`src/hw/rtl/wlgm_pkg.sv`:
```
package wlgm_pkg;

    localparam int SAMPLE_BITS_DEF = 12;

    localparam int RAW_W   = 16;
    localparam int SLOPE_W = 16;
    localparam int ICPT_W  = 16;
    localparam int CTR_W   = 24;
    localparam int WID_W   = 24;
    localparam int GREY_W  = 8;
    localparam int Q_W     = GREY_W;

    localparam int CFG_IDX_W  = 2;
    localparam int CFG_DATA_W = 24;

    localparam logic [CFG_IDX_W-1:0] CFG_SLOPE  = CFG_IDX_W'(0);
    localparam logic [CFG_IDX_W-1:0] CFG_ICPT   = CFG_IDX_W'(1);
    localparam logic [CFG_IDX_W-1:0] CFG_CENTER = CFG_IDX_W'(2);
    localparam logic [CFG_IDX_W-1:0] CFG_WIDTH  = CFG_IDX_W'(3);

    localparam logic [SLOPE_W-1:0]       SLOPE_RST  = 16'd256;
    localparam logic signed [ICPT_W-1:0] ICPT_RST   = 16'sd0;
    localparam logic signed [CTR_W-1:0]  CENTER_RST = 24'sd524288;
    localparam logic [WID_W-1:0]         WIDTH_RST  = 24'd1048576;

    // 1.0 in Q8
    localparam logic [WID_W-1:0] ONE_Q8 = WID_W'(256);

    // window edges (doubled Q8), doubled window span, divider dividend
    localparam int EDGE_W = 27;
    localparam int NUM_W  = 25;
    localparam int DVD_W  = NUM_W + GREY_W;

    localparam logic [GREY_W-1:0] GREY_MAX = 8'd255;

    typedef struct packed {
        logic [DVD_W-1:0] dvd;
        logic [NUM_W-1:0] dvs;
        logic             sat_lo;
        logic             sat_hi;
    } t_div_in;

endpackage

```
`src/hw/rtl/window_level_grey_map_top.sv`:
```
// Window/level grey mapper: raw scanner sample in, 8-bit display grey level out.
//
// Input channel: i_valid / o_stall with i_raw_sample; a transaction happens at a
// clock edge with i_valid high and o_stall low. Only the low SAMPLE_BITS bits of
// the sample count. Output channel: o_valid / i_stall with o_grey_level, one
// result per input transaction, in order.
// Configuration: i_cfg_wr_en writes i_cfg_wdata to register i_cfg_addr
// (0 slope, 1 intercept, 2 center, 3 width); write only while the pipe is empty.
// Datapath: rescale, edge compare and dividend forming, then 8 stages of a
// restoring divider, one quotient bit each. Throughput: one transaction per
// clock while the output is not stalled.
// A stalled receiver holds the output register; stages upstream keep moving
// into empty slots, and o_stall rises only when every stage is full.
// Reset (synchronous, active low) empties the pipe and loads the register
// defaults: slope 1.0, intercept 0, center 2048.0, width 4096.0.
module window_level_grey_map_top #(
    parameter int SAMPLE_BITS = wlgm_pkg::SAMPLE_BITS_DEF
) (
    input  logic                              i_clk,
    input  logic                              i_rst_n,
    input  logic                              i_valid,
    output logic                              o_stall,
    input  logic [wlgm_pkg::RAW_W-1:0]        i_raw_sample,
    output logic                              o_valid,
    input  logic                              i_stall,
    output logic [wlgm_pkg::GREY_W-1:0]       o_grey_level,
    input  logic                              i_cfg_wr_en,
    input  logic [wlgm_pkg::CFG_IDX_W-1:0]    i_cfg_addr,
    input  logic [wlgm_pkg::CFG_DATA_W-1:0]   i_cfg_wdata
);
    import wlgm_pkg::*;

    localparam int PW = SAMPLE_BITS + SLOPE_W;
    localparam int CW = PW + 3;

    logic [SLOPE_W-1:0]       r_slope;
    logic signed [ICPT_W-1:0] r_icpt;
    logic signed [CTR_W-1:0]  r_center;
    logic [WID_W-1:0]         r_width;

    always_ff @(posedge i_clk) begin
        if (!i_rst_n) begin
            r_slope  <= SLOPE_RST;
            r_icpt   <= ICPT_RST;
            r_center <= CENTER_RST;
            r_width  <= WIDTH_RST;
        end else if (i_cfg_wr_en) begin
            unique case (i_cfg_addr)
                CFG_SLOPE:  r_slope  <= i_cfg_wdata[SLOPE_W-1:0];
                CFG_ICPT:   r_icpt   <= i_cfg_wdata[ICPT_W-1:0];
                CFG_CENTER: r_center <= i_cfg_wdata[CTR_W-1:0];
                CFG_WIDTH:  r_width  <= i_cfg_wdata[WID_W-1:0];
                default: ;
            endcase
        end
    end

    // window edges, doubled Q8; registered from the config registers
    logic [WID_W-1:0]         w_eff;
    logic [WID_W-1:0]         w1;
    logic signed [EDGE_W-1:0] n_lo2;
    logic signed [EDGE_W-1:0] n_hi2;
    logic signed [EDGE_W-1:0] r_lo2;
    logic signed [EDGE_W-1:0] r_hi2;
    logic [NUM_W-1:0]         r_dvs;
    logic                     r_wz;

    always_comb begin
        w_eff = (r_width < ONE_Q8) ? ONE_Q8 : r_width;
        w1    = w_eff - ONE_Q8;
        n_lo2 = (EDGE_W'(r_center) <<< 1) - EDGE_W'(signed'(ONE_Q8))
              - signed'(EDGE_W'(w1));
        n_hi2 = (EDGE_W'(r_center) <<< 1) - EDGE_W'(signed'(ONE_Q8))
              + signed'(EDGE_W'(w1));
    end

    always_ff @(posedge i_clk) begin
        r_lo2 <= n_lo2;
        r_hi2 <= n_hi2;
        r_dvs <= {w1, 1'b0};
        r_wz  <= (w1 == '0);
    end

    // stage handshake: a stage loads when empty or when the next one loads
    logic en1, en2, en3, en4, div_rdy;
    logic r_v1, r_v2, r_v3, r_v4;

    assign en4 = !r_v4 || div_rdy;
    assign en3 = !r_v3 || en4;
    assign en2 = !r_v2 || en3;
    assign en1 = !r_v1 || en2;
    assign o_stall = !en1;

    always_ff @(posedge i_clk) begin
        if (!i_rst_n) begin
            r_v1 <= 1'b0;
            r_v2 <= 1'b0;
            r_v3 <= 1'b0;
            r_v4 <= 1'b0;
        end else begin
            if (en1) begin
                r_v1 <= i_valid;
            end
            if (en2) begin
                r_v2 <= r_v1;
            end
            if (en3) begin
                r_v3 <= r_v2;
            end
            if (en4) begin
                r_v4 <= r_v3;
            end
        end
    end

    // stage 1: slope * sample
    logic [PW-1:0] r_prod;

    always_ff @(posedge i_clk) begin
        if (en1 && i_valid) begin
            r_prod <= PW'(r_slope) * PW'(i_raw_sample[SAMPLE_BITS-1:0]);
        end
    end

    // stage 2: 2x in Q8
    logic signed [CW-1:0] n_x2;
    logic signed [CW-1:0] r_x2;

    always_comb begin
        n_x2 = (signed'(CW'(r_prod)) + (CW'(r_icpt) <<< 8)) <<< 1;
    end

    always_ff @(posedge i_clk) begin
        if (en2 && r_v1) begin
            r_x2 <= n_x2;
        end
    end

    // stage 3: edge compares and offset above the low edge
    logic                 n_slo3, n_shi3;
    logic signed [CW-1:0] lo2_x, hi2_x, diff;
    logic [NUM_W-1:0]     r_num;
    logic                 r_slo3, r_shi3;

    always_comb begin
        lo2_x  = CW'(r_lo2);
        hi2_x  = CW'(r_hi2);
        diff   = r_x2 - lo2_x;
        n_slo3 = (r_x2 <= lo2_x);
        n_shi3 = !n_slo3 && ((r_x2 > hi2_x) || r_wz);
    end

    always_ff @(posedge i_clk) begin
        if (en3 && r_v2) begin
            r_num  <= diff[NUM_W-1:0];
            r_slo3 <= n_slo3;
            r_shi3 <= n_shi3;
        end
    end

    // stage 4: dividend num * 255
    t_div_in r_div4;

    always_ff @(posedge i_clk) begin
        if (en4 && r_v3) begin
            r_div4.dvd    <= {r_num, GREY_W'(0)} - DVD_W'(r_num);
            r_div4.dvs    <= r_dvs;
            r_div4.sat_lo <= r_slo3;
            r_div4.sat_hi <= r_shi3;
        end
    end

    wlgm_div u_div (
        .i_clk   (i_clk),
        .i_rst_n (i_rst_n),
        .i_valid (r_v4),
        .i_div   (r_div4),
        .o_ready (div_rdy),
        .o_valid (o_valid),
        .o_grey  (o_grey_level),
        .i_stall (i_stall)
    );

    a_sat_excl: assert property (@(posedge i_clk) disable iff (!i_rst_n)
        r_v3 |-> !(r_slo3 && r_shi3))
        else $error("both saturation flags set");

    a_num_range: assert property (@(posedge i_clk) disable iff (!i_rst_n)
        r_v3 && !r_slo3 && !r_shi3 |-> r_num != '0 && r_num <= r_dvs)
        else $error("offset outside the window span");

    a_s1_hold: assert property (@(posedge i_clk) disable iff (!i_rst_n)
        r_v1 && !en2 |=> r_v1 && $stable(r_prod))
        else $error("stage 1 lost a held transaction");

endmodule

```
`src/hw/rtl/wlgm_div.sv`:
```
module wlgm_div (
    input  logic                          i_clk,
    input  logic                          i_rst_n,
    input  logic                          i_valid,
    input  wlgm_pkg::t_div_in             i_div,
    output logic                          o_ready,
    output logic                          o_valid,
    output logic [wlgm_pkg::GREY_W-1:0]   o_grey,
    input  logic                          i_stall
);
    import wlgm_pkg::*;

    localparam int STAGES = Q_W;

    logic             r_v   [STAGES];
    logic [DVD_W-1:0] r_rem [STAGES];
    logic [Q_W-1:0]   r_q   [STAGES];
    logic [NUM_W-1:0] r_dvs [STAGES];
    logic             r_slo [STAGES];
    logic             r_shi [STAGES];
    logic             rdy   [STAGES];

    // one quotient bit per stage, MSB first; last stage is the output register
    for (genvar j = 0; j < STAGES; j++) begin : g_stg
        localparam int SH = STAGES - 1 - j;

        logic             v_in;
        logic [DVD_W-1:0] rem_in;
        logic [Q_W-1:0]   q_in;
        logic [NUM_W-1:0] dvs_in;
        logic             slo_in;
        logic             shi_in;
        logic [DVD_W-1:0] sub;
        logic [DVD_W-1:0] n_rem;
        logic [Q_W-1:0]   n_q;
        logic             bit_set;

        if (j == 0) begin : g_first
            assign v_in   = i_valid;
            assign rem_in = i_div.dvd;
            assign q_in   = '0;
            assign dvs_in = i_div.dvs;
            assign slo_in = i_div.sat_lo;
            assign shi_in = i_div.sat_hi;
        end else begin : g_next
            assign v_in   = r_v[j-1];
            assign rem_in = r_rem[j-1];
            assign q_in   = r_q[j-1];
            assign dvs_in = r_dvs[j-1];
            assign slo_in = r_slo[j-1];
            assign shi_in = r_shi[j-1];
        end

        if (j == STAGES - 1) begin : g_rdy_last
            assign rdy[j] = !r_v[j] || !i_stall;
        end else begin : g_rdy_mid
            assign rdy[j] = !r_v[j] || rdy[j+1];
        end

        always_comb begin
            sub     = DVD_W'(dvs_in) << SH;
            bit_set = (rem_in >= sub);
            n_rem   = bit_set ? (rem_in - sub) : rem_in;
            n_q     = q_in;
            n_q[SH] = bit_set;
            if (j == STAGES - 1) begin
                if (slo_in) begin
                    n_q = '0;
                end else if (shi_in) begin
                    n_q = GREY_MAX;
                end
            end
        end

        always_ff @(posedge i_clk) begin
            if (!i_rst_n) begin
                r_v[j] <= 1'b0;
            end else if (rdy[j]) begin
                r_v[j] <= v_in;
            end
        end

        always_ff @(posedge i_clk) begin
            if (rdy[j] && v_in) begin
                r_rem[j] <= n_rem;
                r_q[j]   <= n_q;
                r_dvs[j] <= dvs_in;
                r_slo[j] <= slo_in;
                r_shi[j] <= shi_in;
            end
        end
    end

    assign o_ready = rdy[0];
    assign o_valid = r_v[STAGES-1];
    assign o_grey  = r_q[STAGES-1];

    for (genvar j = 0; j < STAGES - 1; j++) begin : g_chk
        localparam int SH = STAGES - 1 - j;

        a_hold: assert property (@(posedge i_clk) disable iff (!i_rst_n)
            r_v[j] && !rdy[j+1] |=> r_v[j] && $stable(r_rem[j]) && $stable(r_q[j]))
            else $error("divider stage dropped a held transaction");

        a_rem_bound: assert property (@(posedge i_clk) disable iff (!i_rst_n)
            r_v[j] && !r_slo[j] && !r_shi[j] |-> r_rem[j] < (DVD_W'(r_dvs[j]) << SH))
            else $error("divider remainder out of range");

        a_low_bits: assert property (@(posedge i_clk) disable iff (!i_rst_n)
            r_v[j] |-> r_q[j][SH-1:0] == '0)
            else $error("quotient bit set ahead of its stage");
    end

endmodule
```
`config.mk`:
```
export PLATFORM = sky130hd
export DESIGN_NAME = window_level_grey_map_top
export DESIGN_NICKNAME = d
export VERILOG_FILES = /design/src/hw/rtl/wlgm_pkg.sv /design/src/hw/rtl/window_level_grey_map_top.sv /design/src/hw/rtl/wlgm_div.sv
export SDC_FILE = /design/constraint.sdc
export NUM_CORES = 2
export LEC_CHECK = 0
export BUFFER_PORTS_ARGS = -buffer_cell sky130_fd_sc_hd__buf_4
export CORE_MARGIN = 2
export CORE_UTILIZATION = 40
export CTS_CLUSTER_DIAMETER = 40
export DETAILED_ROUTE_END_ITERATION = 8
export PLACE_DENSITY = 0.56
export SYNTH_ARGS = -nofsm -noshare
export SYNTH_HDL_FRONTEND = slang
export SYNTH_SLANG_ARGS = --single-unit
```
`constraint.sdc`:
```
create_clock -name i_clk -period 15.2 [get_ports i_clk]
set_input_delay 1.52 -clock i_clk [delete_from_list [all_inputs] [get_ports i_clk]]
set_output_delay 1.52 -clock i_clk [all_outputs]
set_load 0.01 [all_outputs]
```
==> Yosys cells after proc, flatten, opt, wreduce, memory -nomap -nowiden <==
Memories as Yosys holds them, arrays and structs flattened.
Cells that the tools add are included.
{ "totals": {"reg_bits": 307, "out_inout_bits": 10, "ramBits": 552, "inputBits": 47, "n_memories": 6} }
{ "mem_list": {"columns": ["name", "words", "word_bits", "read_ports", "rd_clocked_by_memory_dff", "write_ports", "line_no", "text"], "rows": [
  ["u_div.r_rem", 8, 33, 7, 0, 8, "wlgm_div.sv:16", "logic [DVD_W-1:0] r_rem [STAGES];"],
  ["u_div.r_dvs", 8, 25, 7, 0, 8, "wlgm_div.sv:18", "logic [NUM_W-1:0] r_dvs [STAGES];"],
  ["u_div.r_q", 8, 8, 8, 0, 8, "wlgm_div.sv:17", "logic [Q_W-1:0] r_q [STAGES];"],
  ["u_div.r_shi", 8, 1, 7, 0, 8, "wlgm_div.sv:20", "logic r_shi [STAGES];"],
  ["u_div.r_slo", 8, 1, 7, 0, 8, "wlgm_div.sv:19", "logic r_slo [STAGES];"],
  ["u_div.r_v", 8, 1, 8, 0, 8, "wlgm_div.sv:15", "logic r_v [STAGES];"]
]} }
{ "classes": {"n_addsub": 15, "reduce_logical": 47, "bitwise_logic": 8, "n_lt_le_gt_ge": 11, "mux": 60, "n_mul": 1, "eq_ne": 3} }
{ "op_table": {"columns": ["cell", "n"], "rows": [
  ["$mux W33", 8],
  ["$sub A33 B25 Y33", 2],
  ["$mux W1", 49],
  ["$ge A33 B25 Y1", 1],
  ["$ge A33 B26 Y1", 1],
  ["$ge A33 B27 Y1", 1],
  ["$ge A33 B28 Y1", 1],
  ["$ge A33 B29 Y1", 1],
  ["$ge A33 B30 Y1", 1],
  ["$ge A33 B31 Y1", 1],
  ["$ge A33 B32 Y1", 1],
  ["$sub A33 B26 Y33", 1],
  ["$sub A33 B27 Y33", 1],
  ["$sub A33 B28 Y33", 1],
  ["$sub A33 B29 Y33", 1],
  ["$sub A33 B30 Y33", 1],
  ["$sub A33 B31 Y33", 1],
  ["$sub A33 B32 Y33", 1],
  ["$gt A31 B27 Y1", 1],
  ["$le A31 B27 Y1", 1],
  ["$add A29 B24 Y30", 1],
  ["$mul A16 B12 Y28", 1],
  ["$add A26 B25 Y27", 1],
  ["$sub A26 B25 Y27", 1],
  ["other kinds (15)", 65]
]} }

==> Depth between registers and ports, before layout <==
An unclocked memory read counts as a cell.
{ "depth": {"ltp_word": 15, "ltp_mapped": 23, "depth_no_buf": 22} }

==> By module <==
From an unflattened synthesis, not the netlist that was laid out.
{ "unflattened": {"cells_unflattened": 4875, "hier_area_um2": 49102.1} }
{ "modules_own_cells": {"columns": ["module", "area_per_inst_um2", "n_inst", "cells_per_inst", "seq_area_each_um2"], "rows": [
  ["wlgm_div", 26749.4, 1, 2484, 13923.4],
  ["window_level_grey_map_top", 22352.7, 1, 2391, 7547.2]
]} }

==> Worst setup path before layout <==
No wires, ideal clock.
{ "synth_path": {"kind": "in2reg", "start": "in i_stall", "end": "mem u_div.r_v[6][0] (netlist: u_div.r_v[1][2]), data pin", "cell_stages": 4, "slack_ps": 7938, "required_time_ps": 15032, "n_path_buf": 1, "setup_time_ps": 168, "arrival_ps": 7094, "cell_sequence": "and2_1 > clkbuf_1 > a21boi_0 > and2_1"} }
{ "synth_rtl": {"columns": ["item", "line_no", "text"], "rows": [
  ["start: declaration", "window_level_grey_map_top.sv:25", "input logic i_stall,"],
  ["end: declaration", "wlgm_div.sv:15", null]
]} }

==> Worst setup path in the final report <==
{ "layout_path": {"start": "in i_raw_sample[11] (netlist bit)", "end": "reg r_prod[27], data pin"} }
{ "layout_via": {"elab_chain_cells": 1} }
{ "layout_rtl": {"columns": ["item", "line_no", "text"], "rows": [
  ["start: declaration", "window_level_grey_map_top.sv:23", "input logic [wlgm_pkg::RAW_W-1:0] i_raw_sample,"],
  ["$mul A16 B12 Y28", "window_level_grey_map_top.sv:121", "r_prod <= PW'(r_slope) * PW'(i_raw_sample[SAMPLE_BITS-1:0]);"],
  ["end signal: assignment", "window_level_grey_map_top.sv:121", null],
  ["end: declaration", "window_level_grey_map_top.sv:117", "logic [PW-1:0] r_prod;"]
]} }
Every way passes these cells.
A chain may end at the register's enable or synchronous reset.

==> results.txt <==
----------------------------------------------------
[Run status]
  Outcome ... finished, final reports clean

[Clock network]
  CTS clock-pin slew for the worst setup and hold paths ... 50 ps
  Latest clock arrival within the worst-skew pair ... 730 ps
  Quantity of hold-fixing buffers added after cts ... 0
  Number of levels the H-tree was split into ... 4
  TritonCTS clock tree ... yes
  Post-CTS setup-driven buffer insertion count ... 0
  Root buffer cell ... sky130_fd_sc_hd__clkbuf_16
  Sink Count ... 762
  Total CTS buffers ... 135
  Clock buffer depth ... 3
  Number of cells upsized or downsized after cts ... 0

[Synth]
  Number of nets in the synthesized netlist ... 5,312
  Yosys cell types ... 91
  Portion of the post-synthesis area used by sequential elements ... 44.26%
  Flip-flop and latch count after synthesis ... 762
  Synthesized instance count ... 4,707
  Count of flip-flops with a built-in enable after synthesis ... 600
  Synthesized area ... 0.04804 mm^2
  Dominant register cell in the synthesized netlist ... sky130_fd_sc_hd__edfxtp_1
  Asr flop ratio synth ... 0%
  Synthesis Warnings ... 0
  Synthesized area per cell ... 10.21 um^2

[Critical path]
  CP max stage delay ... 560 ps
  Dominant cell type by count on the critical path ... sky130_fd_sc_hd__fa_1
  Launching element type of the critical path ... input port
  Ordered cell list for the critical path ... buf_4 > and2_1 > fa_1 > inv_1 > fa_1 > inv_1 > fa_1 > fa_1 > inv_1 > fa_1 > inv_1 > ha_1 > nand4_1 > nor2_1 > nor2_1 > nand2_1 > o21ai_0 > nand2_1 > o211a_1 > o21a_1 > o2111a_1 > a211o_1
  Worst R2R Start ... r_slope[7]$_SDFFE_PN0P_
  Required @ worst endpoint ... 15,670 ps
  Category of the most critical setup path ... in2reg
  Arr. time, crit path ... 6820 ps
  Type of destination of the critical path ... flip-flop
  Slowest cell on crit path ... sky130_fd_sc_hd__fa_1
  Crit Path Max Fanout ... 16
  Terminus of the critical flop-to-flop path ... r_prod[27]$_DFFE_PP_
  Number of cells traversed by the worst register-to-register path ... 20
  Flop-to-flop setup slack ... 9230 ps

[Route]
  Final routed wirelength across all metal layers ... 105.3 mm
  Post-detailed-route count of antenna-violating nets ... 0
  Starting DRC count in detailed routing ... 1,460
  DRC viols ... 0
  Detailed-route via count ... 32,850
  Total iterations of the first detailed-routing run ... 5
  Routed vias/inst ... 5.037
  DR WL/cell ... 16.14 um

[Global route]
  Maximum number of pins on one net before global-route repair ... 100
  First-pass GRT wire length ... 171.6 mm
  Residual overflow from global routing ... 0
  Number of antenna violations at the first check in global routing ... 4
  Global Route Usage Sum ... 17.61%
  Vias in the first global route ... 34,250

[Final layout]
  Filler Cell Count ... 11,230
  Diodes inserted ... 0
  Post-layout utilization of the core ... 45.91%
  Fraction of layout instances using a drive strength above 1 ... 7.882%
  Area added between synthesis and finish ... 14.19%
  Post-layout nets ... 5,403

[STA]
  Unrepaired setup endpoints after global routing ... false
  Min Tclk post-route ... 6353 ps
  Setup tns final ... 0 ps
  Pin slew with the least headroom to its limit ... 1154 ps
  Clock skew ... 24.09 ps
  Final period util ... 41.79%
  Pins Over Slew Limit ... 0
  Final-report hold violation count ... 0
  Max Clock Freq ... 0.1574 GHz
  Setup-violating endpoint count in the final report ... 0
  Max-Slew Margin vs Limit ... 22.98%

[Pwr]
  Leakage component of the power ... 22.81 nW
  Power Density ... 120.2 mW/mm^2
  Peak supply drop ... 0.1101 mV

[Hold path]
  Hold depth ... 0
  Worst min-delay path endpoint ... r_div4[24]$_DFFE_PP_
  Hold Path Class ... reg2reg
  Worst hold path startpoint ... r_dvs[22]$_DFF_P_

[Floorplanning]
  Die outline area ... 0.1229 mm^2
  Ports ... 57
  Placement Rows ... 127
  Area inside the core boundary ... 0.1195 mm^2
  Height of the die ... 350.6 um
  Die X ... 350.6 um
  Initial cell density of the core ... 40.20%

[Placement]
  Final GP Congestion ... 0.9347
  Post-detailed-placement half-perimeter wirelength ... 82.77 mm
  Buffers added on ports ... 52

[Flow run]
  Max-cap viol count ... 0

----------------------------------------------------
state kept, by name, summed over array words and instances (netlist names), 7 cells and up:
register and flops:
r_lo2 26, r_width 24, r_icpt 16, u_div.r_dvs 168
r_x2 30, r_dvs 23, u_div.r_slo 7, u_div.r_shi 7
u_div.r_v 8, u_div.r_rem 231, r_slope 16, r_prod 28
r_hi2 27, r_num 25, r_center 24, u_div.r_q 36
r_div4 59
power breakdown:
group          internal, W  leakage [nW]  switching, W
Combinational     0.000481          13.8      0.000647
Sequential         0.00239          6.79     0.0000550
Clock              0.00197          2.24       0.00105
final cells by class:
type	count	area, um^2	share of cell area, %
clock buffer	164	3707	6.758
clock inverter	85	908.4	1.656
inverter	570	2140	3.900
multi-input combinational	3255	24270	44.24
sequential	762	21260	38.76
tap	1612	2017	3.677
timing repair buffer	74	555.5	1.013
worst max-delay path, delay by kind of cell:
kind / cells / cell delay [ps]
adder cells (fa/ha/maj): 6 / 2990
buffers and inverters: 5 / 400
AO/OA/AOI/OAI: 5 / 1100
AND/OR/NAND/NOR: 6 / 830
logic make-up (layout without fill, tap and decap cells):
group	Yosys count	after routing	share of synthesized area (%)
and+or+nand+nor	1325	1325	13.06
AOI/OAI and AO/OA	1022	1022	13.74
DFF	762	762	44.26
buffers and inverters	690	893	5.485
adders and majority gates	558	558	16.89
xor gates and xnor gates	309	309	5.634
muxes	41	41	0.9376
synthesized netlist by cell type (11+ instances only):
| cell type | count | share of area [%] |
|---|---|---|
| sky130_fd_sc_hd__nor3_1 | 74 | 0.77 |
| sky130_fd_sc_hd__or2_2 | 13 | 0.17 |
| sky130_fd_sc_hd__fa_1 | 151 | 6.3 |
| sky130_fd_sc_hd__nor2_1 | 259 | 2.0 |
| sky130_fd_sc_hd__a21o_1 | 127 | 2.0 |
| sky130_fd_sc_hd__clkbuf_1 | 99 | 0.77 |
| sky130_fd_sc_hd__nor3b_1 | 12 | 0.19 |
| sky130_fd_sc_hd__o211ai_1 | 20 | 0.31 |
| sky130_fd_sc_hd__and3_1 | 24 | 0.31 |
| sky130_fd_sc_hd__inv_1 | 569 | 4.4 |
| sky130_fd_sc_hd__xor2_1 | 114 | 2.1 |
| sky130_fd_sc_hd__nor4_1 | 37 | 0.48 |
| sky130_fd_sc_hd__or4_1 | 11 | 0.17 |
| sky130_fd_sc_hd__nand3_1 | 60 | 0.63 |
| sky130_fd_sc_hd__nand4_1 | 43 | 0.56 |
| sky130_fd_sc_hd__a21oi_1 | 267 | 2.8 |
| sky130_fd_sc_hd__a31oi_1 | 36 | 0.47 |
| sky130_fd_sc_hd__o21a_1 | 54 | 0.84 |
| sky130_fd_sc_hd__ha_1 | 407 | 11 |
| sky130_fd_sc_hd__o21bai_1 | 33 | 0.52 |
| sky130_fd_sc_hd__xnor2_1 | 195 | 3.6 |
| sky130_fd_sc_hd__a211oi_1 | 29 | 0.45 |
| sky130_fd_sc_hd__or3_1 | 23 | 0.30 |
| sky130_fd_sc_hd__and2_1 | 83 | 1.1 |
| sky130_fd_sc_hd__dfxtp_1 | 162 | 6.8 |
| sky130_fd_sc_hd__nor2b_1 | 59 | 0.77 |
| sky130_fd_sc_hd__nand2_1 | 536 | 4.2 |
| sky130_fd_sc_hd__o31ai_1 | 27 | 0.42 |
| sky130_fd_sc_hd__o21ai_0 | 227 | 2.4 |
| sky130_fd_sc_hd__edfxtp_1 | 600 | 38 |
| sky130_fd_sc_hd__nand2b_1 | 50 | 0.65 |
| sky130_fd_sc_hd__a211o_1 | 14 | 0.26 |
| sky130_fd_sc_hd__a21boi_0 | 93 | 1.5 |
| sky130_fd_sc_hd__mux2_2 | 32 | 0.75 |
how the worst max path moves through the flow:
stage	start	endpoint	slack (ps)	cells past startpoint
3_5_place_dp	i_raw_sample[11]	r_prod[27]$_DFFE_PP_	8110	22
6_report	i_raw_sample[11]	r_prod[27]$_DFFE_PP_	8850	22
3_3_place_gp	i_raw_sample[11]	r_prod[27]$_DFFE_PP_	8120	22
5_1_grt	i_raw_sample[11]	r_prod[27]$_DFFE_PP_	8560	22
2_1_floorplan	i_stall	u_div.r_v[1][2]$_DFFE_PP_	7940	4
4_1_cts	i_raw_sample[11]	r_prod[27]$_DFFE_PP_	8890	22
per-stage QoR:
step / total power, W / cells / hold WS [ps] / setup slack [ps] / area [um^2]
detailed placement: 0.003617 / 6273 / 388.7 / 8115 / 50240
global placement: 0.003602 / 6273 / 387.0 / 8122 / 50240
CTS: 0.006679 / 6522 / 399.4 / 8885 / 54860
finish: 0.006594 / 6522 / 399.7 / 8847 / 54860
floorplan: 0.003348 / 4707 / 385.5 / 7938 / 48040
global route: 0.006923 / 6522 / 409.6 / 8562 / 54860
cells in the final DEF (no fill, tap or decap), types with 20 or more instances in the layout:
cell type	instances
sky130_fd_sc_hd__o31ai_1	27
sky130_fd_sc_hd__a211oi_1	29
sky130_fd_sc_hd__nand4_1	43
sky130_fd_sc_hd__nand2b_1	50
sky130_fd_sc_hd__edfxtp_1	600
sky130_fd_sc_hd__and2_1	82
sky130_fd_sc_hd__a31oi_1	34
sky130_fd_sc_hd__dfxtp_1	162
sky130_fd_sc_hd__mux2_2	32
sky130_fd_sc_hd__xor2_1	114
sky130_fd_sc_hd__nand3_1	60
sky130_fd_sc_hd__nor3_1	74
sky130_fd_sc_hd__clkbuf_16	143
sky130_fd_sc_hd__nand2_1	536
sky130_fd_sc_hd__a21oi_1	265
sky130_fd_sc_hd__o211ai_1	20
sky130_fd_sc_hd__nor2_1	258
sky130_fd_sc_hd__o21ai_0	227
sky130_fd_sc_hd__and3_1	24
sky130_fd_sc_hd__ha_1	407
sky130_fd_sc_hd__nor2b_1	54
sky130_fd_sc_hd__a21o_1	127
sky130_fd_sc_hd__xnor2_1	195
sky130_fd_sc_hd__or3_1	23
sky130_fd_sc_hd__o21bai_1	33
sky130_fd_sc_hd__fa_1	151
sky130_fd_sc_hd__o21a_1	54
sky130_fd_sc_hd__a21boi_0	90
sky130_fd_sc_hd__nor4_1	37
sky130_fd_sc_hd__buf_4	74
sky130_fd_sc_hd__inv_1	569
per-layer routing:
layer / track usage, % / vias up / share of wire [%]
met1: 17.51 / 15440 / 38
li1: - / 16640 / -
met2: 34.91 / 516 / 55
met3: 2.757 / 257 / 3.1
met4: 8.776 / 4 / 4.4
met5: 0 / - / 0.028
(Power assumes the default switching activity.)
